`config.mk`:
```
export PLATFORM = sky130hd
export DESIGN_NAME = cell_voltage_group_monitor_unit
export DESIGN_NICKNAME = d
export VERILOG_FILES = /design/src/design/cvgm_pkg.sv /design/src/design/cvgm_crc.sv /design/src/design/cvgm_scan.sv /design/src/design/cell_voltage_group_monitor_unit.sv
export SDC_FILE = /design/constraint.sdc
export NUM_CORES = 1
export LEC_CHECK = 0
export BUFFER_PORTS_ARGS = -buffer_cell sky130_fd_sc_hd__buf_2
export CAP_MARGIN = 20
export CORE_MARGIN = 2
export CORE_UTILIZATION = 46
export CTS_CLUSTER_DIAMETER = 200
export DETAILED_ROUTE_END_ITERATION = 8
export REMOVE_ABC_BUFFERS = 1
export SYNTH_ARGS = -nofsm -noshare
export SYNTH_HDL_FRONTEND = slang
export SYNTH_SLANG_ARGS = --single-unit
```
`constraint.sdc`:
```
create_clock -name clk -period 12.54 [get_ports clk]
set_input_delay 0 -clock clk [delete_from_list [all_inputs] [get_ports clk]]
set_output_delay 0 -clock clk [all_outputs]
set_load 0.05 [all_outputs]
```
`src/design/cvgm_pkg.sv`:
```
`timescale 1ns / 1ps

package cvgm_pkg;

  localparam int CHIP_COUNT_DEF  = 6;
  localparam int GROUP_COUNT_DEF = 6;

  localparam int CELL_W  = 16;
  localparam int MASK_W  = 17;
  localparam int CHIP_W  = 3;
  localparam int GROUP_W = 3;
  localparam int CFG_IDX_W = 2;

  localparam logic [GROUP_W-1:0] LAST_GROUP = 3'd5;
  localparam logic [CELL_W-1:0]  ALL_ONES   = 16'hFFFF;

  localparam logic [14:0] CRC_POLY = 15'h4599;
  localparam logic [14:0] CRC_SEED = 15'd16;

  localparam logic [CELL_W-1:0] OV_RESET     = 16'd42000;
  localparam logic [CELL_W-1:0] UV_RESET     = 16'd25000;
  localparam logic [CELL_W-1:0] MARGIN_RESET = 16'd50;

  localparam logic [CFG_IDX_W-1:0] CFG_OV     = 2'd0;
  localparam logic [CFG_IDX_W-1:0] CFG_UV     = 2'd1;
  localparam logic [CFG_IDX_W-1:0] CFG_MARGIN = 2'd2;

  typedef struct packed {
    logic               sos;
    logic               eos;
    logic [CHIP_W-1:0]  chip;
    logic [GROUP_W-1:0] group;
    logic [CELL_W-1:0]  cell_a;
    logic [CELL_W-1:0]  cell_b;
    logic [CELL_W-1:0]  cell_c;
    logic [CELL_W-1:0]  rx_check;
  } item_t;

  typedef struct packed {
    logic [CELL_W-1:0] ov_thr;
    logic [CELL_W-1:0] uv_thr;
    logic [CELL_W-1:0] margin;
  } cfg_t;

  typedef struct packed {
    logic              chip_missing;
    logic              any_missing;
    logic              check_error;
    logic [CELL_W-1:0] err_count;
    logic [CELL_W-1:0] pack_sum;
    logic [CELL_W-1:0] lowest;
    logic [CELL_W-1:0] ov_count;
    logic [CELL_W-1:0] uv_count;
    logic [MASK_W-1:0] mask;
  } res_t;

  // one byte through the crc-15 shift register, msb first
  function automatic logic [14:0] crc15_byte(logic [14:0] rem_in, logic [7:0] data);
    logic [14:0] rem;
    logic        fb;
    rem = rem_in;
    for (int b = 7; b >= 0; b--) begin
      fb  = rem[14] ^ data[b];
      rem = {rem[13:0], 1'b0};
      if (fb) begin
        rem = rem ^ CRC_POLY;
      end
    end
    return rem;
  endfunction

endpackage

```
`src/design/cvgm_crc.sv`:
```
`timescale 1ns / 1ps

module cvgm_crc (
  input  cvgm_pkg::item_t item,
  output logic            crc_err
);

  logic [7:0]  bytes [6];
  logic [14:0] rem   [7];

  always_comb begin
    bytes[0] = item.cell_a[7:0];
    bytes[1] = item.cell_a[15:8];
    bytes[2] = item.cell_b[7:0];
    bytes[3] = item.cell_b[15:8];
    bytes[4] = item.cell_c[7:0];
    bytes[5] = item.cell_c[15:8];
  end

  assign rem[0] = cvgm_pkg::CRC_SEED;

  for (genvar i = 0; i < 6; i++) begin : g_byte
    assign rem[i+1] = cvgm_pkg::crc15_byte(rem[i], bytes[i]);
  end

  assign crc_err = {rem[6], 1'b0} != item.rx_check;

endmodule

```
`src/design/cvgm_scan.sv`:
```
`timescale 1ns / 1ps

module cvgm_scan #(
  parameter int CHIP_COUNT  = cvgm_pkg::CHIP_COUNT_DEF,
  parameter int GROUP_COUNT = cvgm_pkg::GROUP_COUNT_DEF
) (
  input  logic            clk,
  input  logic            rst_n,
  input  logic            upd,
  input  cvgm_pkg::item_t item,
  input  cvgm_pkg::cfg_t  cfg,
  input  logic            crc_err,
  output cvgm_pkg::res_t  res
);

  localparam int CW = cvgm_pkg::CELL_W;
  localparam int MW = cvgm_pkg::MASK_W;

  logic [CW-1:0]         scan_min_r, scan_min_nxt;
  logic [CW-1:0]         prev_min_r, prev_min_nxt;
  logic [MW-1:0]         mask_r   [CHIP_COUNT];
  logic [MW-1:0]         mask_nxt [CHIP_COUNT];
  logic [CHIP_COUNT-1:0] missing_r, missing_nxt;
  logic [CW-1:0]         pack_r, pack_nxt;
  logic [CW-1:0]         ov_r, ov_nxt;
  logic [CW-1:0]         uv_r, uv_nxt;
  logic [CW-1:0]         err_r, err_nxt;

  logic [CW-1:0]  min_base, min_ab, min_b;
  logic [CW:0]    limit;
  logic           hi_a, hi_b, hi_c;
  logic           last_grp;
  logic [MW-1:0]  newbits;
  logic [MW-1:0]  mask_out;
  logic           missing;
  logic [9:0]     add_sum;
  logic [CW-1:0]  pack_base;
  logic [1:0]     ov_n, uv_n;
  logic [CW+1:0]  ov_sum, uv_sum;
  logic [CW-1:0]  ov_base, uv_base;
  logic           ov_a, ov_b, ov_c, uv_a, uv_b, uv_c;

  always_comb begin
    last_grp = item.group == cvgm_pkg::LAST_GROUP;

    // running minimum, last cell of the last group excluded
    min_base = item.sos ? cvgm_pkg::ALL_ONES : scan_min_r;
    min_ab   = (item.cell_a < min_base) ? item.cell_a : min_base;
    min_b    = (item.cell_b < min_ab) ? item.cell_b : min_ab;
    scan_min_nxt = (!last_grp && (item.cell_c < min_b)) ? item.cell_c : min_b;
    prev_min_nxt = item.eos ? scan_min_nxt : prev_min_r;

    // balance request bits
    limit = {1'b0, prev_min_r} + {1'b0, cfg.margin};
    hi_a  = {1'b0, item.cell_a} > limit;
    hi_b  = {1'b0, item.cell_b} > limit;
    hi_c  = {1'b0, item.cell_c} > limit;
    newbits = '0;
    for (int g = 0; g < GROUP_COUNT; g++) begin
      if (32'(item.group) == g) begin
        newbits[3*g] = hi_a;
        if (g == 5) begin
          newbits[16] = hi_b;
        end else begin
          newbits[3*g+1] = hi_b;
          newbits[3*g+2] = hi_c;
        end
      end
    end

    missing = (item.cell_a == cvgm_pkg::ALL_ONES) && (item.cell_b == cvgm_pkg::ALL_ONES)
              && (item.cell_c == cvgm_pkg::ALL_ONES);

    mask_out = '0;
    for (int i = 0; i < CHIP_COUNT; i++) begin
      mask_nxt[i]    = item.sos ? '0 : mask_r[i];
      missing_nxt[i] = missing_r[i];
      if (32'(item.chip) == i) begin
        mask_nxt[i]    = mask_nxt[i] | newbits;
        mask_out       = mask_nxt[i];
        missing_nxt[i] = missing;
      end
    end

    // pack sum, wrapping
    pack_base = item.sos ? '0 : pack_r;
    add_sum   = 10'(item.cell_a[15:8]) + 10'(item.cell_b[15:8]) + 10'(item.cell_c[15:8]);
    pack_nxt  = missing ? pack_base : pack_base + CW'(add_sum);

    // limit counts, saturating
    ov_a = item.cell_a >= cfg.ov_thr;
    ov_b = item.cell_b >= cfg.ov_thr;
    ov_c = item.cell_c >= cfg.ov_thr;
    uv_a = !ov_a && (item.cell_a <= cfg.uv_thr);
    uv_b = !ov_b && (item.cell_b <= cfg.uv_thr);
    uv_c = !ov_c && (item.cell_c <= cfg.uv_thr);
    ov_n = 2'(ov_a) + 2'(ov_b) + 2'(ov_c);
    uv_n = 2'(uv_a) + 2'(uv_b) + 2'(uv_c);
    ov_base = item.sos ? '0 : ov_r;
    uv_base = item.sos ? '0 : uv_r;
    ov_sum  = (CW+2)'(ov_base) + (CW+2)'(ov_n);
    uv_sum  = (CW+2)'(uv_base) + (CW+2)'(uv_n);
    ov_nxt  = (ov_sum[CW+1:CW] != 2'd0) ? cvgm_pkg::ALL_ONES : ov_sum[CW-1:0];
    uv_nxt  = (uv_sum[CW+1:CW] != 2'd0) ? cvgm_pkg::ALL_ONES : uv_sum[CW-1:0];

    err_nxt = (crc_err && (err_r != cvgm_pkg::ALL_ONES)) ? err_r + 1'b1 : err_r;
  end

  always_ff @(posedge clk) begin
    if (!rst_n) begin
      scan_min_r <= cvgm_pkg::ALL_ONES;
      prev_min_r <= cvgm_pkg::ALL_ONES;
      missing_r  <= '0;
      pack_r     <= '0;
      ov_r       <= '0;
      uv_r       <= '0;
      err_r      <= '0;
      for (int i = 0; i < CHIP_COUNT; i++) begin
        mask_r[i] <= '0;
      end
    end else if (upd) begin
      scan_min_r <= scan_min_nxt;
      prev_min_r <= prev_min_nxt;
      missing_r  <= missing_nxt;
      pack_r     <= pack_nxt;
      ov_r       <= ov_nxt;
      uv_r       <= uv_nxt;
      err_r      <= err_nxt;
      for (int i = 0; i < CHIP_COUNT; i++) begin
        mask_r[i] <= mask_nxt[i];
      end
    end
  end

  always_comb begin
    res.chip_missing = missing;
    res.any_missing  = missing_nxt != '0;
    res.check_error  = crc_err;
    res.err_count    = err_nxt;
    res.pack_sum     = pack_nxt;
    res.lowest       = scan_min_nxt;
    res.ov_count     = ov_nxt;
    res.uv_count     = uv_nxt;
    res.mask         = mask_out;
  end

endmodule

```
`src/design/cell_voltage_group_monitor_unit.sv`:
```
`timescale 1ns / 1ps

// Cell voltage group monitor. Each input word is one register group read from one chip:
// three cell codes and the received CRC-15 check word. The block takes one word per
// cycle while the output side is ready and returns one result word per input word. A
// word is held in an input register; the CRC check, limit counts, scan minimum and
// balance mask update are one pass of logic from there into the result register, and
// the scan state is updated on that same edge, so the next word sees it at once.
// Threshold and margin registers are written through the cfg_ port; the user must do
// so only while the block is idle, which is not enforced; no clearing pass after reset.
module cell_voltage_group_monitor_unit #(
  parameter int CHIP_COUNT  = cvgm_pkg::CHIP_COUNT_DEF,
  parameter int GROUP_COUNT = cvgm_pkg::GROUP_COUNT_DEF
) (
  input  logic        clk,
  input  logic        rst_n,
  input  logic        cfg_we,
  input  logic [1:0]  cfg_index,
  input  logic [15:0] cfg_wdata,
  input  logic        in_valid,
  output logic        in_ready,
  input  logic        in_start_of_scan,
  input  logic        in_end_of_scan,
  input  logic [2:0]  in_chip_index,
  input  logic [2:0]  in_group_index,
  input  logic [15:0] in_cell_a,
  input  logic [15:0] in_cell_b,
  input  logic [15:0] in_cell_c,
  input  logic [15:0] in_received_check,
  output logic        out_valid,
  input  logic        out_ready,
  output logic        out_chip_missing,
  output logic        out_any_chip_missing,
  output logic        out_check_error,
  output logic [15:0] out_check_error_count,
  output logic [15:0] out_pack_sum,
  output logic [15:0] out_lowest_cell,
  output logic [15:0] out_overvoltage_count,
  output logic [15:0] out_undervoltage_count,
  output logic [16:0] out_balance_mask
);

  cvgm_pkg::cfg_t  cfg_r;
  cvgm_pkg::item_t item_r;
  cvgm_pkg::res_t  res_r;
  cvgm_pkg::res_t  res;
  logic            s1_valid_r;
  logic            out_valid_r;
  logic            advance;
  logic            crc_err;

  always_ff @(posedge clk) begin
    if (!rst_n) begin
      cfg_r.ov_thr <= cvgm_pkg::OV_RESET;
      cfg_r.uv_thr <= cvgm_pkg::UV_RESET;
      cfg_r.margin <= cvgm_pkg::MARGIN_RESET;
    end else if (cfg_we) begin
      case (cfg_index)
        cvgm_pkg::CFG_OV:     cfg_r.ov_thr <= cfg_wdata;
        cvgm_pkg::CFG_UV:     cfg_r.uv_thr <= cfg_wdata;
        cvgm_pkg::CFG_MARGIN: cfg_r.margin <= cfg_wdata;
        default: ;
      endcase
    end
  end

  assign advance  = s1_valid_r && (!out_valid_r || out_ready);
  assign in_ready = !s1_valid_r || advance;

  always_ff @(posedge clk) begin
    if (!rst_n) begin
      s1_valid_r  <= 1'b0;
      out_valid_r <= 1'b0;
    end else begin
      if (in_ready) begin
        s1_valid_r <= in_valid;
      end
      if (advance) begin
        out_valid_r <= 1'b1;
      end else if (out_ready) begin
        out_valid_r <= 1'b0;
      end
    end
  end

  always_ff @(posedge clk) begin
    if (in_valid && in_ready) begin
      item_r.sos      <= in_start_of_scan;
      item_r.eos      <= in_end_of_scan;
      item_r.chip     <= in_chip_index;
      item_r.group    <= in_group_index;
      item_r.cell_a   <= in_cell_a;
      item_r.cell_b   <= in_cell_b;
      item_r.cell_c   <= in_cell_c;
      item_r.rx_check <= in_received_check;
    end
    if (advance) begin
      res_r <= res;
    end
  end

  cvgm_crc u_crc (
    .item    (item_r),
    .crc_err (crc_err)
  );

  cvgm_scan #(
    .CHIP_COUNT  (CHIP_COUNT),
    .GROUP_COUNT (GROUP_COUNT)
  ) u_scan (
    .clk     (clk),
    .rst_n   (rst_n),
    .upd     (advance),
    .item    (item_r),
    .cfg     (cfg_r),
    .crc_err (crc_err),
    .res     (res)
  );

  assign out_valid              = out_valid_r;
  assign out_chip_missing       = res_r.chip_missing;
  assign out_any_chip_missing   = res_r.any_missing;
  assign out_check_error        = res_r.check_error;
  assign out_check_error_count  = res_r.err_count;
  assign out_pack_sum           = res_r.pack_sum;
  assign out_lowest_cell        = res_r.lowest;
  assign out_overvoltage_count  = res_r.ov_count;
  assign out_undervoltage_count = res_r.uv_count;
  assign out_balance_mask       = res_r.mask;

`ifndef SYNTHESIS
  a_hold_when_full: assert property (@(posedge clk) disable iff (!rst_n)
    s1_valid_r && out_valid_r && !out_ready |-> !in_ready)
    else $error("input taken while both stages are full");

  a_advance_fills_out: assert property (@(posedge clk) disable iff (!rst_n)
    advance |=> out_valid_r)
    else $error("word left input stage without reaching output");

  a_no_drop: assert property (@(posedge clk) disable iff (!rst_n)
    s1_valid_r && !advance |=> s1_valid_r)
    else $error("held word dropped from input stage");
`endif

endmodule

```
==> flow_summary_export.csv <==
group,metric,value,unit
detailed_routing,post_drt_wl_per_cell,22.2,um
detailed_routing,vias_per_cell,5.77,
grt,grt_use_total,26.6,%
grt,grtUsageMet1,35.0,%
cells_and_area,synthToLayoutAreaGrowth,16.6,%
grt,use_met2,44.2,%
clock_tree,clkTransAtPathRegs,60,ps
grt,gr-total-overflow,0,
clock_tree,cts_post_setup_buffers_inserted,0,
timing,hold_viol_final,0,
cells_and_area,fin_util,54.0,%
detailed_routing,drc_violation_total_after_the_first_tritonroute_iteration,1673,
timing,rsz0062_at_grt,"no",
floorplan,io_pins,197,
floorplan,dieHeight,250,um
flow_run,max-cap-violations,0,
clock_tree,clk_root_buffer_cell,"sky130_fd_sc_hd__clkbuf_16",
placement,postPlaceCellArea,0.0296,mm2
clock_tree,clock_latency_reported_for_the_late_side_of_the_worst_skew_pair,610,ps
grt,grt_max_degree,103,
setup_path,reg2reg_depth,45,
detailed_routing,route.final.wire_length,84.1,mm
setup_path,timing.critical_path.required,12990,ps
grt,grt_antenna_before_repair,0,
detailed_routing,num_vias,21900,
synthesis,ys_types,76,
setup_path,critical_path.slowest_cell,"sky130_fd_sc_hd__edfxtp_1",
timing,max_slew.worst_pin.slew,999,ps
clock_tree,cts.htree.levels,2,
setup_path,cpMostUsedCell,"sky130_fd_sc_hd__a21o_1",
cells_and_area,final_design_area_no_fill,0.0324,mm2
placement,dp_hpwl,55.8,mm
detailed_routing,ant_nets,0,
synthesis,postSynthCellCount,2715,
timing,worst_clock_skew,19.3,ps
setup_path,cp.arrival,10320,ps
detailed_routing,drc,0,
floorplan,overall_die_area,0.0624,mm2
synthesis,syn-mean-instance-area,10.2,um2
timing,fmax,101,MHz
worst_hold_path,timing.hold.worst.class,"input port to flop",
synthesis,synth.top_cells.by_area,"sky130_fd_sc_hd__edfxtp_1 (30%), sky130_fd_sc_hd__dfxtp_1 (11%), sky130_fd_sc_hd__ha_1 (11%)",
synthesis,synth_edf_count,274,
placement,io_buf_count,196,
setup_path,crit_path_max_incr_delay,840,ps
floorplan,start_util,46.3,%
setup_path,critical_path_class,"flop to flop",
synthesis,syn_area,0.0278,mm2
grt,grt_first_pass_wirelength,129,mm
floorplan,chipWidth,250,um
grt,globalRoute.busiestLayer,"met2",
status,run_status,"finished, final reports clean",
grt,grt_pass1_vias,21800,
synthesis,netlist.top_cell.by_area,"sky130_fd_sc_hd__edfxtp_1",
clock_tree,clock-sinks,426,
timing,finalCritPeriodShare,78.7,%
timing,report.final.slew_viol_count,0,
clock_tree,cts_made_buffers,49,
worst_hold_path,min_delay_path_depth,6,
detailed_routing,drt_first_pass_iters,6,
timing,min_period,9870,ps
floorplan,core,0.0600,mm2
floorplan,num_rows,90,
timing,whs,38.1,ps
clock_tree,cts_tree,"built",
cells_and_area,final_nets,3314,
clock_tree,cts.repair.resized,0,
synthesis,yosysWarnings,0,
synthesis,synth-async-reset-ratio,0,%
timing,timing.slew.headroom,33.4,%
placement,gp_congestion,0.919,
setup_path,crit_path_max_fo,34,
setup_path,worstSetupEndpointType,"flop",
cells_and_area,layout_cells_sized_above_1,13.7,%
setup_path,start_kind,"flop",
synthesis,share_of_synthesized_area_occupied_by_flip_flops_and_latches,40.6,%
synthesis,synthesis_stage_register_bit_count,426,
cells_and_area,num_antenna_cells,0,
grt,grt.met3_usage,4.58,%
clock_tree,max-clock-path-buffers,3,
synthesis,dominant_register_cell_in_the_synthesized_netlist,"sky130_fd_sc_hd__edfxtp_1",
timing,finalSetupViolations,0,
synthesis,yosys.area.top_type_share,29.6,%
==> area by class of cell <==
| class | count | area (um2) |
|---|---|---|
| multi-input combinational | 2045 | 15600 |
| clock inverter | 29 | 330 |
| inverter | 99 | 379 |
| tap | 782 | 978 |
| timing repair buffer | 353 | 2450 |
| sequential | 426 | 11300 |
| fill | 5231 | 27600 |
| clock buffer | 62 | 1390 |
==> what timing repair did <==
item,CTS,global route
hold endpoints to repair,122,0
hold buffers,98,0
endpoints found under the setup margin,0,0
==> stage by stage <==
step / instances / setup TNS, ps / worst slack [ps]
5_1_grt: 3796 / 0 / 1820
3_3_place_gp: 3602 / 0 / 2590
6_report: 3796 / 0 / 2670
2_1_floorplan: 2570 / -32450 / -713
3_5_place_dp: 3604 / 0 / 2340
4_1_cts: 3793 / 0 / 2320
==> Yosys cell counts (46+ instances only) <==
library cell and n:
sky130_fd_sc_hd__inv_1 99, sky130_fd_sc_hd__a21oi_1 238, sky130_fd_sc_hd__xor2_1 69, sky130_fd_sc_hd__nor2_1 299, sky130_fd_sc_hd__nor2b_1 67, sky130_fd_sc_hd__o211ai_1 46
sky130_fd_sc_hd__xnor3_1 54, sky130_fd_sc_hd__ha_1 237, sky130_fd_sc_hd__a22oi_1 76, sky130_fd_sc_hd__xnor2_1 163, sky130_fd_sc_hd__nand2_1 180, sky130_fd_sc_hd__a21o_1 81
sky130_fd_sc_hd__o21ai_0 72, sky130_fd_sc_hd__dfxtp_1 152, sky130_fd_sc_hd__clkbuf_1 119, sky130_fd_sc_hd__nor3_1 51, sky130_fd_sc_hd__edfxtp_1 274
==> layout by cell type, fill, tap and decap left out, types with 9 or more instances in the layout <==
| master | count |
|---|---|
| sky130_fd_sc_hd__nand2_1 | 178 |
| sky130_fd_sc_hd__inv_1 | 96 |
| sky130_fd_sc_hd__and3_1 | 13 |
| sky130_fd_sc_hd__nor2_1 | 299 |
| sky130_fd_sc_hd__xnor2_1 | 163 |
| sky130_fd_sc_hd__or3_1 | 15 |
| sky130_fd_sc_hd__a21o_1 | 81 |
| sky130_fd_sc_hd__nand2b_1 | 27 |
| sky130_fd_sc_hd__buf_2 | 196 |
| sky130_fd_sc_hd__ha_1 | 237 |
| sky130_fd_sc_hd__clkbuf_16 | 50 |
| sky130_fd_sc_hd__mux2i_1 | 30 |
| sky130_fd_sc_hd__xnor3_1 | 54 |
| sky130_fd_sc_hd__a21oi_1 | 237 |
| sky130_fd_sc_hd__nor2b_1 | 67 |
| sky130_fd_sc_hd__o22ai_1 | 14 |
| sky130_fd_sc_hd__xnor2_2 | 10 |
| sky130_fd_sc_hd__mux4_2 | 14 |
| sky130_fd_sc_hd__xor3_1 | 10 |
| sky130_fd_sc_hd__o21bai_1 | 22 |
| sky130_fd_sc_hd__dlygate4sd3_1 | 98 |
| sky130_fd_sc_hd__o211ai_1 | 46 |
| sky130_fd_sc_hd__buf_4 | 55 |
| sky130_fd_sc_hd__a22oi_1 | 76 |
| sky130_fd_sc_hd__o21ai_0 | 71 |
| sky130_fd_sc_hd__o21a_1 | 24 |
| sky130_fd_sc_hd__nor4_1 | 9 |
| sky130_fd_sc_hd__nor3_1 | 51 |
| sky130_fd_sc_hd__dfxtp_1 | 152 |
| sky130_fd_sc_hd__clkinvlp_4 | 9 |
| sky130_fd_sc_hd__xor2_1 | 69 |
| sky130_fd_sc_hd__nand4_1 | 41 |
| sky130_fd_sc_hd__nand3_1 | 39 |
| sky130_fd_sc_hd__o2111ai_1 | 30 |
| sky130_fd_sc_hd__clkbuf_8 | 9 |
| sky130_fd_sc_hd__edfxtp_1 | 274 |
==> state kept, by name, indices dropped and copies added, names as in the netlist, 17 cells and up <==
| name | count |
|---|---|
| item_r | 72 |
| cfg_r | 48 |
| out_balance_mask | 17 |
| u_scan.mask_r | 102 |
==> kinds of logic after synthesis <==
group | synth area share, %
AND/OR/NAND/NOR | 13.2
multiplexers | 2.54
AO/OA/AOI/OAI | 14.8
XOR/XNOR | 14.2
adder cells (fa/ha/maj) | 11.2
flip-flops | 40.6
buffers and inverters | 3.45
==> layer usage <==
layer | part of all wire (%) | routed length [um]
met2 | 47 | 39600
met3 | 7.0 | 5850
met5 | 0 | 0
met1 | 42 | 35700
met4 | 3.5 | 2960
==> final timing paths <==
kind / from / to / slack (ps)
hold / removal: cfg_we / cfg_r[22]$_SDFFE_PN0P_ / 40
setup reg to reg: item_r[49]$_DFFE_PP_ / u_scan.scan_min_r[1]$_SDFFE_PN1P_ / 2670
hold reg to reg: u_scan.pack_r[0]$_SDFFE_PN0P_ / u_scan.pack_r[0]$_SDFFE_PN0P_ / 450
setup / recovery: item_r[49]$_DFFE_PP_ / u_scan.scan_min_r[1]$_SDFFE_PN1P_ / 2670
==> critical path, delay by kind of cell (launching register included) <==
kind                     cells  cell delay [ps]
AND/OR/NAND/NOR              9             1220
adder cells (fa/ha/maj)      3             1000
flip-flops                   1              840
buffers and inverters        4              860
multiplexers                 1              470
AO/OA/AOI/OAI               28             5300
Power is not shown: default switching activity piles up to over one toggle a cycle in this logic, so the estimate is an artifact.
